===== config.mk =====
export PLATFORM = sky130hd
export DESIGN_NAME = jetp_ctrl
export DESIGN_NICKNAME = d
export VERILOG_FILES = /design/src/sv/julia_escape_time_pixel_core_macros.svh /design/src/sv/jetp_pkg.sv /design/src/sv/jetp_ctrl.sv
export SDC_FILE = /design/constraint.sdc
export NUM_CORES = 1
export LEC_CHECK = 0
export BUFFER_PORTS_ARGS = -buffer_cell sky130_fd_sc_hd__clkbuf_2
export CORE_MARGIN = 1.5
export CORE_UTILIZATION = 46
export DETAILED_ROUTE_END_ITERATION = 10
export HOLD_SLACK_MARGIN = 0.08
export PLACE_DENSITY = 0.81
export RECOVER_POWER = 50
export SLEW_MARGIN = 25
export SYNTH_ARGS = -nofsm -noshare
export SYNTH_HDL_FRONTEND = slang
export SYNTH_SLANG_ARGS = --single-unit

===== constraint.sdc =====
create_clock -name i_clk -period 2.6 [get_ports i_clk]
set_input_delay 0.13 -clock i_clk [delete_from_list [all_inputs] [get_ports i_clk]]
set_output_delay 0.13 -clock i_clk [all_outputs]
set_load 0.01 [all_outputs]

===== src/sv/julia_escape_time_pixel_core_macros.svh =====
// ----------------------------------------------------------------------------
// Assertion macros for the Julia escape-time pixel core
// Shared clocked property forms with active-low reset disable.
// ----------------------------------------------------------------------------
`ifndef JULIA_ESCAPE_TIME_PIXEL_CORE_MACROS_SVH
`define JULIA_ESCAPE_TIME_PIXEL_CORE_MACROS_SVH

// same-cycle implication
`define JETP_ASSERT_NOW(label, clk, rst_n, ante, cons, msg) \
    label: assert property (@(posedge clk) disable iff (!rst_n) (ante) |-> (cons)) \
        else $error(msg);

// next-cycle implication
`define JETP_ASSERT_NEXT(label, clk, rst_n, ante, cons, msg) \
    label: assert property (@(posedge clk) disable iff (!rst_n) (ante) |=> (cons)) \
        else $error(msg);

`endif


===== src/sv/jetp_pkg.sv =====
// ----------------------------------------------------------------------------
// jetp_pkg
// Types, constants and helpers shared by the Julia escape-time pixel core.
// ----------------------------------------------------------------------------
package jetp_pkg;

    localparam int Q_W        = 32;   // Q8.24 value width
    localparam int FRAC_BITS  = 24;
    localparam int STEP_W     = 31;
    localparam int PIX_W      = 10;
    localparam int CNT_W      = 8;
    localparam int CFG_IDX_W  = 3;
    localparam int PROD_FULL  = 2 * Q_W;   // exact Q16.48 product
    localparam int SUM_W      = 43;        // widest pre-saturation sum
    localparam int DIFF_W     = Q_W + 1;
    localparam int MAG_W      = 27;        // |d| <= 4.0 in Q8.24
    localparam int SQ_W       = 2 * MAG_W;

    localparam int MAX_ITER_DEF   = 100;
    localparam int COORD_BITS_DEF = 10;

    localparam logic [CFG_IDX_W-1:0] CFG_C_REAL   = 3'd0;
    localparam logic [CFG_IDX_W-1:0] CFG_C_IMAG   = 3'd1;
    localparam logic [CFG_IDX_W-1:0] CFG_X_ORIGIN = 3'd2;
    localparam logic [CFG_IDX_W-1:0] CFG_Y_ORIGIN = 3'd3;
    localparam logic [CFG_IDX_W-1:0] CFG_X_STEP   = 3'd4;
    localparam logic [CFG_IDX_W-1:0] CFG_Y_STEP   = 3'd5;

    localparam logic signed [Q_W-1:0] C_REAL_RST   = -32'sd8707180;
    localparam logic signed [Q_W-1:0] C_IMAG_RST   = 32'sd11542724;
    localparam logic signed [Q_W-1:0] X_ORIGIN_RST = 32'sd8388608;
    localparam logic signed [Q_W-1:0] Y_ORIGIN_RST = 32'sd8388608;
    localparam logic [STEP_W-1:0]     STEP_RST     = '0;

    // 4.0 in Q8.24, and 16.0 in Q16.48
    localparam logic [DIFF_W-1:0] ESC_LIM = 33'd1 << (FRAC_BITS + 2);
    localparam logic [SQ_W:0]     ESC_SQ  = 55'd1 << (2 * FRAC_BITS + 4);

    localparam logic signed [SUM_W-1:0] Q_MAX = 43'sd2147483647;
    localparam logic signed [SUM_W-1:0] Q_MIN = -43'sd2147483648;

    typedef struct packed {
        logic load;   // form Z0 from the accepted pixel
        logic mul;    // products of Z and squares of the distance
        logic upd;    // Z = Z*Z + C, new distance terms
    } t_cmd;

    typedef struct packed {
        logic esc;    // last completed iteration left the radius
    } t_stat;

    function automatic logic signed [Q_W-1:0] jetp_sat(input logic signed [SUM_W-1:0] v);
        logic signed [Q_W-1:0] r;
        if (v > Q_MAX) begin
            r = Q_MAX[Q_W-1:0];
        end else if (v < Q_MIN) begin
            r = Q_MIN[Q_W-1:0];
        end else begin
            r = v[Q_W-1:0];
        end
        return r;
    endfunction

endpackage


===== src/sv/jetp_ctrl.sv =====
// ----------------------------------------------------------------------------
// jetp_ctrl
// Sequencer: item handshake, iteration count, result register.
// ----------------------------------------------------------------------------
module jetp_ctrl
    import jetp_pkg::*;
#(
    parameter int MAX_ITER = MAX_ITER_DEF
) (
    input  logic             i_clk,
    input  logic             i_rst_n,
    input  logic             i_in_valid,
    output logic             o_in_ready,
    output logic             o_out_valid,
    input  logic             i_out_ready,
    output logic [CNT_W-1:0] o_iter_count,
    output logic             o_escaped,
    output t_cmd             o_cmd,
    input  t_stat            i_stat
);

    localparam logic [1:0] ST_IDLE = 2'd0;
    localparam logic [1:0] ST_MUL  = 2'd1;
    localparam logic [1:0] ST_UPD  = 2'd2;
    localparam logic [1:0] ST_WAIT = 2'd3;

    localparam logic [CNT_W-1:0] LAST = CNT_W'(MAX_ITER);

    logic [1:0]       r_state, n_state;
    logic [CNT_W-1:0] r_count, n_count;
    logic             r_out_valid, n_out_valid;
    logic [CNT_W-1:0] r_out_count;
    logic             r_out_esc;
    logic             w_out_load;

    always_comb begin
        n_state    = r_state;
        n_count    = r_count;
        o_cmd      = '0;
        w_out_load = 1'b0;
        case (r_state)
            ST_IDLE: begin
                if (i_in_valid) begin
                    o_cmd.load = 1'b1;
                    n_count    = '0;
                    n_state    = ST_MUL;
                end
            end
            ST_MUL: begin
                o_cmd.mul = 1'b1;
                n_state   = ST_UPD;
            end
            ST_UPD: begin
                // the escape status belongs to iteration r_count
                if (r_count != '0 && (i_stat.esc || r_count == LAST)) begin
                    n_state = ST_WAIT;
                end else begin
                    o_cmd.upd = 1'b1;
                    n_count   = r_count + CNT_W'(1);
                    n_state   = ST_MUL;
                end
            end
            ST_WAIT: begin
                if (!r_out_valid || i_out_ready) begin
                    w_out_load = 1'b1;
                    n_state    = ST_IDLE;
                end
            end
            default: n_state = ST_IDLE;
        endcase
    end

    assign n_out_valid = w_out_load | (r_out_valid & ~i_out_ready);

    always_ff @(posedge i_clk) begin
        if (!i_rst_n) begin
            r_state     <= ST_IDLE;
            r_count     <= '0;
            r_out_valid <= 1'b0;
        end else begin
            r_state     <= n_state;
            r_count     <= n_count;
            r_out_valid <= n_out_valid;
        end
    end

    always_ff @(posedge i_clk) begin
        if (w_out_load) begin
            r_out_count <= r_count;
            r_out_esc   <= i_stat.esc;
        end
    end

    assign o_in_ready   = (r_state == ST_IDLE);
    assign o_out_valid  = r_out_valid;
    assign o_iter_count = r_out_count;
    assign o_escaped    = r_out_esc;

endmodule

# Word-level counts from Yosys, hierarchy flattened
# Cells that the tools add are included.
word_totals:
  elab_cells: 39
  ff_bits: 20
  inputBits: 5
  output_inout_bits: 14
op_classes:
  mux: 14
  n_reduce_logical: 9
  n_bitwise: 3
  n_addsub: 1
  eq_ne: 7
op_table:
  columns: ["op", "n"]
  rows:
  - ["$mux 8", 2]
  - ["$pmux 8 s2", 1]
  - ["$add 8x1->8 const B", 1]
  - ["$eq 8x7->1 const B", 1]
  - ["$pmux 2 s4", 1]
  - ["$reduce_bool 8->1", 1]
  - ["$mux 1", 7]
  - ["$mux 2", 3]
  - ["$ne 2x2->1 const B", 3]
  - ["$eq 2x2->1 const B", 2]
  - ["$reduce_and 3->1", 1]
  - ["$eq 2x1->1 const B", 1]
  - ["$logic_not 2->1", 1]
  - ["$logic_or 1x1->1", 2]
  - ["$reduce_and 2->1", 1]
  - ["$reduce_bool 2->1", 1]
  - ["$and 1x1->1", 1]
  - ["$logic_and 1x1->1", 1]
  - ["$logic_not 1->1", 1]
  - ["$not 1->1", 1]
  - ["$or 1x1->1", 1]

# Longest topological paths before layout
# Gate-level depths: netlist of run 1.
depth:
  ltp_word: 5
  depth_mapped: 6

# Worst setup path before layout of run 1
# No wires, ideal clock.
synth_timing:
  kind: "reg2reg"
  start: "register r_count[0]"
  end: "register r_count[0]"
  setup_slack_ns: 0.901
  synth_period_minus_slack_ns: 1.699
  path_stages_with_launch: 7
  setup_time_ns: 0.070
  required_time_ns: 2.530
  t_arrival_ns: 1.629
  cell_sequence: "dfxtp_1 > inv_1 > ha_1 > nor4b_2 > mux2_4 > or3_1 > a21boi_1"
synth_between:
  elab_chain_cells: 5
  elab_cells_between_ends: 9
synth_lines:
  columns: ["item", "line_no", "source"]
  rows:
  - ["start, declared", "jetp_ctrl.sv:30", "logic [CNT_W-1:0] r_count, n_count;"]
  - ["start signal, assigned", "jetp_ctrl.sv:82", "r_count <= n_count;"]
  - ["parallel branches: the longest is 5 deep, another holds $add 8x1->8", null, null]
# Parallel ways; which one is timed is not known. The select of a mux whose other input is x is not followed.
# A chain may end at the register's enable or synchronous reset.

==> results of run 1 <==
state kept, by name, summed over array words and instances (netlist names):
register	flops
o_escaped	1
o_iter_count	8
o_out_valid	1
r_count	8
r_state	2
power breakdown:
group / switching [mW] / leakage [nW] / internal (mW)
Clock: 0.0926 / 0.0210 / 0.0855
Sequential: 0.00528 / 0.169 / 0.331
Combinational: 0.0261 / 0.215 / 0.0181
per-layer routing:
layer	wire (um)	track usage (%)	up-vias
met4	27	5.71	0
met3	129	3.09	5
met5	0	0	-
met2	865	29.4	35
met1	752	18.6	355
li1	-	-	369
final cells by class:
class / count / share of cell area (%)
multi-input cells: 60 / 39.5
flip-flops and latches: 20 / 45.0
clock buffers: 4 / 3.33
inverters: 6 / 2.07
well taps: 27 / 3.10
repair buffers: 18 / 7.00
worst max-delay path, stage by stage (launching register included):
cell,delay (ns)
dfxtp_1,0.38
inv_1,0.08
ha_1,0.13
nor4b_2,0.32
mux2_4,0.38
nor2_1,0.11
clkbuf_2,0.14
cell usage after synthesis (3+ instances only):
master,instances
nand3_1,3
a31oi_1,7
a21oi_1,3
inv_1,6
dfxtp_1,11
a21boi_0,3
nand2_1,8
nor2b_1,3
and3_1,3
edfxtp_1,9
cell families (layout without fill, tap and decap cells):
group                    Yosys count  after routing
buffers and inverters              8             28
adder cells (fa/ha/maj)            2              2
AND/OR/NAND/NOR                   32             32
AO/OA/AOI/OAI                     24             24
multiplexers                       2              2
flip-flops                        20             20
cells in the final DEF (no fill, tap or decap), types with 6 or more instances in the layout:
cell type | synthesis | layout
clkbuf_1 | 2 | 11
dfxtp_1 | 11 | 11
edfxtp_1 | 9 | 9
nand2_1 | 8 | 8
a31oi_1 | 7 | 7
clkbuf_2 | 0 | 7
inv_1 | 6 | 6
worst paths after layout:
path | start | to | slack (ns) | cells after the start
worst max-delay path | r_count[0] | o_cmd[0] | 0.62 | 6
worst min-delay path | i_out_ready | o_out_valid | 0.16 | 3
worst max register to register | r_count[0] | r_state[1] | 0.65 | 6
worst min register to register | r_count[7] | r_count[7] | 0.51 | 1
per-stage QoR:
| step | area [um^2] | std cells | utilization (%) | hold WS, ns | power (mW) |
|---|---|---|---|---|---|
| 2_1_floorplan | 951 | 88 | - | 0.229 | 0.373 |
| 3_3_place_gp | 1070 | 131 | 54.4 | 0.418 | 0.386 |
| 3_5_place_dp | 1070 | 131 | 54.4 | 0.419 | 0.388 |
| 4_1_cts | 1100 | 135 | 56.3 | 0.103 | 0.564 |
| 5_1_grt | 1090 | 135 | 55.5 | 0.173 | 0.583 |
| 6_report | 1090 | 135 | 55.5 | 0.163 | 0.559 |
==> flow_summary_export.csv, run 1 <==
group,metric,value,unit
drt,viasPerCell,5.66,
clock_tree,htree_levels,1,
drt,drt_iter0_drc,24,
pwr,vdd_drop_max,0.000286,V
setup_path,critPathLaunchType,"flip-flop",
logic_synthesis,ys_seq_elements,20,
logic_synthesis,synthMuxAreaShare,2.63,%
drt,vias,764,
status,status,"complete, no violations",
timing,maxSlewHeadroom,63.9,%
timing,timing.final.crit_period,1.98,ns
grt,antenna_found_initial,0,
drt,ant_nets,0,
floorplanning,die_w,48.5,um
grt,grt_pass1_vias,685,
place,pre_cts_ws,0.674,ns
drt,routed_wirelength,1.78,mm
setup_path,cp-end-kind,"output port",
grt,grt_overflow,0,
timing,period_share,76.2,%
logic_synthesis,ys_types,35,
timing,tightestPinTransition,0.526,ns
logic_synthesis,yosysSeqAreaShare,51.6,%
layout,drive_gt1_share,16.7,%
floorplanning,die_y,48.5,um
setup_path,cp.arrival,1.85,ns
logic_synthesis,synth_xor_xnor_area_share,0,%
layout,multi_input_area,430,um^2
logic_synthesis,synth-simple-area-share,19.9,%
timing,setup_viol,0,
layout,diodes,0,
clock_tree,numCtsBuffers,3,
floorplanning,fp-row-count,16,
logic_synthesis,synth_area_leaders,"edfxtp_1, dfxtp_1, a31oi_1",
logic_synthesis,synth_edf_count,9,
logic_synthesis,syn_area,951,um^2
clock_tree,cts_setup_buffers,0,
layout,synthToLayoutAreaGrowth,14.6,%
floorplanning,ioPinCount,19,
layout,seq_area,490,um^2
timing,hold_violations,0,
floorplanning,initial_core_util,48.5,%
timing,timing.final.ws_setup,0.619,ns
logic_synthesis,synth_top_family_by_area,"compound AO/OA/AOI/OAI gates",
logic_synthesis,synthesis.nets,95,
job,drv_cap,0,
setup_path,path_max_fanout,7,
clock_tree,clk_pin_slew,0.11,ns
logic_synthesis,synthAdderAreaFrac,2.63,%
pwr,p_per_area,513,mW/mm^2
drt,wl_per_cell,13.1,um
clock_tree,clk_latency,0.30,ns
floorplanning,coreArea,0.00196,mm^2
timing,fmax,0.505,GHz
logic_synthesis,netlist_instances,88,
setup_path,setup.worst_path.class,"reg -> out",
clock_tree,cts_num_sinks,20,
timing,skew,0.00389,ns
grt,track_usage,16.0,%
logic_synthesis,synth_warnings,0,
drt,drc,0,
place,place_congestion,0.810,
place,post-dp-hpwl,1.24,mm
timing,slew_viol_final,0,
clock_tree,cts_resized,0,
logic_synthesis,synth_top_cell_by_area,"edfxtp_1",
place,io_buffer_count,18,
min_path,hp-class,"in -> reg",
layout,fill_cells,195,
clock_tree,holdBufCountCts,0,
grt,grt_pass1_wl,2.97,mm
clock_tree,clockBufferDepth,2,
clock_tree,root_buffer,"clkbuf_4",
logic_synthesis,syn_avg_cell_area,10.8,um^2
setup_path,critPathRequiredTime,2.47,ns
logic_synthesis,synth_top_area_share,28.4,%
layout,nets,116,
logic_synthesis,synth_compound_area_share,20.1,%
timing,setup_tns,0,ns
clock_tree,tritoncts,"yes",
pwr,leakage,0.405,nW
timing,rsz0062_at_grt,"no",
floorplanning,die_area,0.00235,mm^2
grt,grt_max_degree,12,
logic_synthesis,ys.flop_type,"dfxtp_1",
drt,firstDrtPassIters,4,
logic_synthesis,async_flop_share,0,%
Power figures use the tool's default switching activity.
==> inputs of run 2 (changes only) <==
--- a/config.mk
+++ b/config.mk
@@ -5,12 +5,13 @@
 export SDC_FILE = /design/constraint.sdc
 export NUM_CORES = 1
 export LEC_CHECK = 0
+export ABC_AREA = 1
 export BUFFER_PORTS_ARGS = -buffer_cell sky130_fd_sc_hd__clkbuf_2
 export CORE_MARGIN = 1.5
 export CORE_UTILIZATION = 46
 export DETAILED_ROUTE_END_ITERATION = 10
 export HOLD_SLACK_MARGIN = 0.08
-export PLACE_DENSITY = 0.81
+export PLACE_DENSITY = 0.83
 export RECOVER_POWER = 50
 export SLEW_MARGIN = 25
 export SYNTH_ARGS = -nofsm -noshare
==> constraint.sdc (replaced) <==
create_clock -name i_clk -period 1.75 [get_ports i_clk]
set_input_delay 0.0875 -clock i_clk [delete_from_list [all_inputs] [get_ports i_clk]]
set_output_delay 0.0875 -clock i_clk [all_outputs]
set_load 0.01 [all_outputs]
==> flow_summary_export.csv, run 2 <==
group,metric,value,unit
clock_tree,cts_num_sinks,20,
logic_synthesis,synth_edf_count,9,
place,io_buffer_count,18,
setup_path,cp-end-kind,"output port",
grt,antenna_found_initial,0,
setup_path,setup.worst_path.class,"reg -> out",
floorplanning,initial_core_util,49.1,%
pwr,leakage,0.462,nW
layout,synthToLayoutAreaGrowth,21.9,%
drt,drc,0,
layout,drive_gt1_share,23.7,%
drt,ant_nets,0,
logic_synthesis,synth_top_cell_by_area,"edfxtp_1",
floorplanning,coreArea,0.00198,mm^2
min_path,hp-class,"in -> reg",
place,place_congestion,0.880,
timing,slew_viol_final,0,
grt,track_usage,18.1,%
drt,firstDrtPassIters,4,
logic_synthesis,ys_seq_elements,20,
clock_tree,htree_levels,1,
pwr,vdd_drop_max,0.000578,V
setup_path,crit_slowest_cell,"dfxtp_4",
logic_synthesis,synthesis.nets,117,
grt,grt_overflow,0,
setup_path,max_stage_delay,0.38,ns
grt,grt_pass1_wl,3.28,mm
place,dp_cells,156,
layout,stdcell_count,166,
floorplanning,ioPinCount,19,
drt,vias,873,
setup_path,path_max_fanout,5,
logic_synthesis,syn_area,973,um^2
floorplanning,fp-row-count,16,
pwr,p_per_area,739,mW/mm^2
clock_tree,root_buffer,"clkbuf_4",
logic_synthesis,synth_top_area_share,27.8,%
logic_synthesis,ys_types,23,
logic_synthesis,syn_avg_cell_area,8.85,um^2
drt,viasPerCell,5.26,
logic_synthesis,yosysSeqAreaShare,50.4,%
timing,fmax,0.610,GHz
timing,setup_viol,0,
job,drv_cap,0,
setup_path,critPathRequiredTime,1.66,ns
layout,layout_commonest_cell,"nand2_1",
floorplanning,die_y,49,um
clock_tree,numCtsBuffers,3,
setup_path,path_buf_inv,3,
status,status,"complete, no violations",
setup_path,cp.arrival,1.55,ns
logic_synthesis,synth.most_common_cell,"nand2_1",
timing,setup_tns,0,ns
timing,maxSlewHeadroom,80.4,%
floorplanning,die_w,49,um
timing,period_share,93.6,%
logic_synthesis,synth_warnings,0,
logic_synthesis,async_flop_share,0,%
timing,tightestPinTransition,0.294,ns
logic_synthesis,yosys-top-cells-count,"nand2_1, nor2_1, dfxtp_1, nand3_1",
clock_tree,clk_latency,0.30,ns
place,post-dp-hpwl,1.44,mm
timing,skew,0.00153,ns
drt,drt_iter0_drc,47,
layout,nets,147,
setup_path,crit_family,"simple AND/OR/NAND/NOR gates",
grt,grt_max_degree,12,
drt,wl_per_cell,12.9,um
timing,timing.final.crit_period,1.64,ns
layout,final_cell_mix,"nand2_1, nor2_1, inv_1, nand3_1, clkbuf_1",
logic_synthesis,ys.flop_type,"dfxtp_1",
floorplanning,die_area,0.00240,mm^2
timing,hold_violations,0,
grt,grt_pass1_vias,754,
logic_synthesis,synth_area_leaders,"edfxtp_1, dfxtp_1, nand2_1",
clock_tree,clk_pin_slew,0.11,ns
setup_path,crit_chain,"inv_1 > ha_1 > nand2_1 > nor2_2 > nand2_1 > nand2_2 > nand2_4 > nand2_8 > inv_1 > clkbuf_2",
clock_tree,tritoncts,"yes",
layout,diodes,0,
timing,rsz0062_at_grt,"no",
setup_path,critPathLaunchType,"flip-flop",
clock_tree,clockBufferDepth,2,
drt,routed_wirelength,2.14,mm
logic_synthesis,netlist_instances,110,
-- run 2: cell types whose count changed after synthesis, sizes merged, moves of 5 or more --
| cell | previous run | this run |
|---|---|---|
| inv | 6 | 15 |
| nand3 | 3 | 10 |
| nor2 | 2 | 18 |
| a21oi | 3 | 9 |
| and3 | 5 | 0 |
| nand2 | 8 | 27 |
| a31oi | 7 | 0 |
-- run 2: timing repair --
action | 4_1_cts | 5_1_grt
setup endpoints to repair | 0 | 1
endpoints found under the hold margin | 5 | 0
gates resized for setup | 0 | 4
setup buffers | 0 | 3
hold buffers | 3 | 0
-- run 2: layout make-up --
cell class	count	area, um^2
inverter	15	58.8
timing repair buffer	25	138
multi-input combinational	75	424
fill	169	796
tap	27	33.8
sequential	20	495
clock buffer	4	36.3
-- run 2: kinds of logic (layout without fill, tap and decap cells) --
family	Yosys count	after routing	synth area share (%)
xor gates and xnor gates	2	2	1.80
and+or+nand+nor	58	58	31.6
adders and majority gates	2	2	2.57
buffers and inverters	15	44	6.04
DFF	20	20	50.4
AOI/OAI and AO/OA	13	13	7.58
-- run 2: report_power, final --
group	switching (mW)	total, mW	internal, mW
Combinational	0.0646	0.105	0.0404
Sequential	0.0117	0.505	0.493
Clock	0.139	0.267	0.127
-- run 2: worst paths after layout --
kind,start,end,slack (ns),depth (start not counted)
worst max-delay path,r_count[0],o_cmd[0],0.11,10
worst min-delay path,i_in_valid,r_state[0],0.12,3
worst max register to register,r_count[0],r_count[4],0.13,12
worst min register to register,r_count[0],r_count[0],0.47,1
-- run 2: stage by stage --
stage / cell area, um^2 / utilization, % / hold slack (ns) / setup slack (ns) / total power, mW
2_1_floorplan: 973 / - / 0.186 / 0.257 / 0.584
3_3_place_gp: 1100 / 55.7 / 0.290 / 0.373 / 0.607
3_5_place_dp: 1100 / 55.7 / 0.286 / 0.320 / 0.611
4_1_cts: 1170 / 59.1 / 0.116 / 0.00753 / 0.874
5_1_grt: 1190 / 59.8 / 0.111 / 0.0394 / 0.909
6_report: 1190 / 59.8 / 0.116 / 0.111 / 0.877
-- run 2: routing by layer --
layer  vias up  wire [um]  GRT usage [%]
met5         -          0              0
met4         0         93           13.3
met3         9        146           3.68
met2        49       1110           31.5
met1       400        792           19.4
li1        415          -              -
-- run 2: worst reg2reg max path: cells and delay by family, from the launching register on --
family	cells	cell delay, ns
simple gates	8	0.62
buf+inv	2	0.23
compound gates	1	0.14
flops	1	0.38
fa+ha+maj	1	0.19
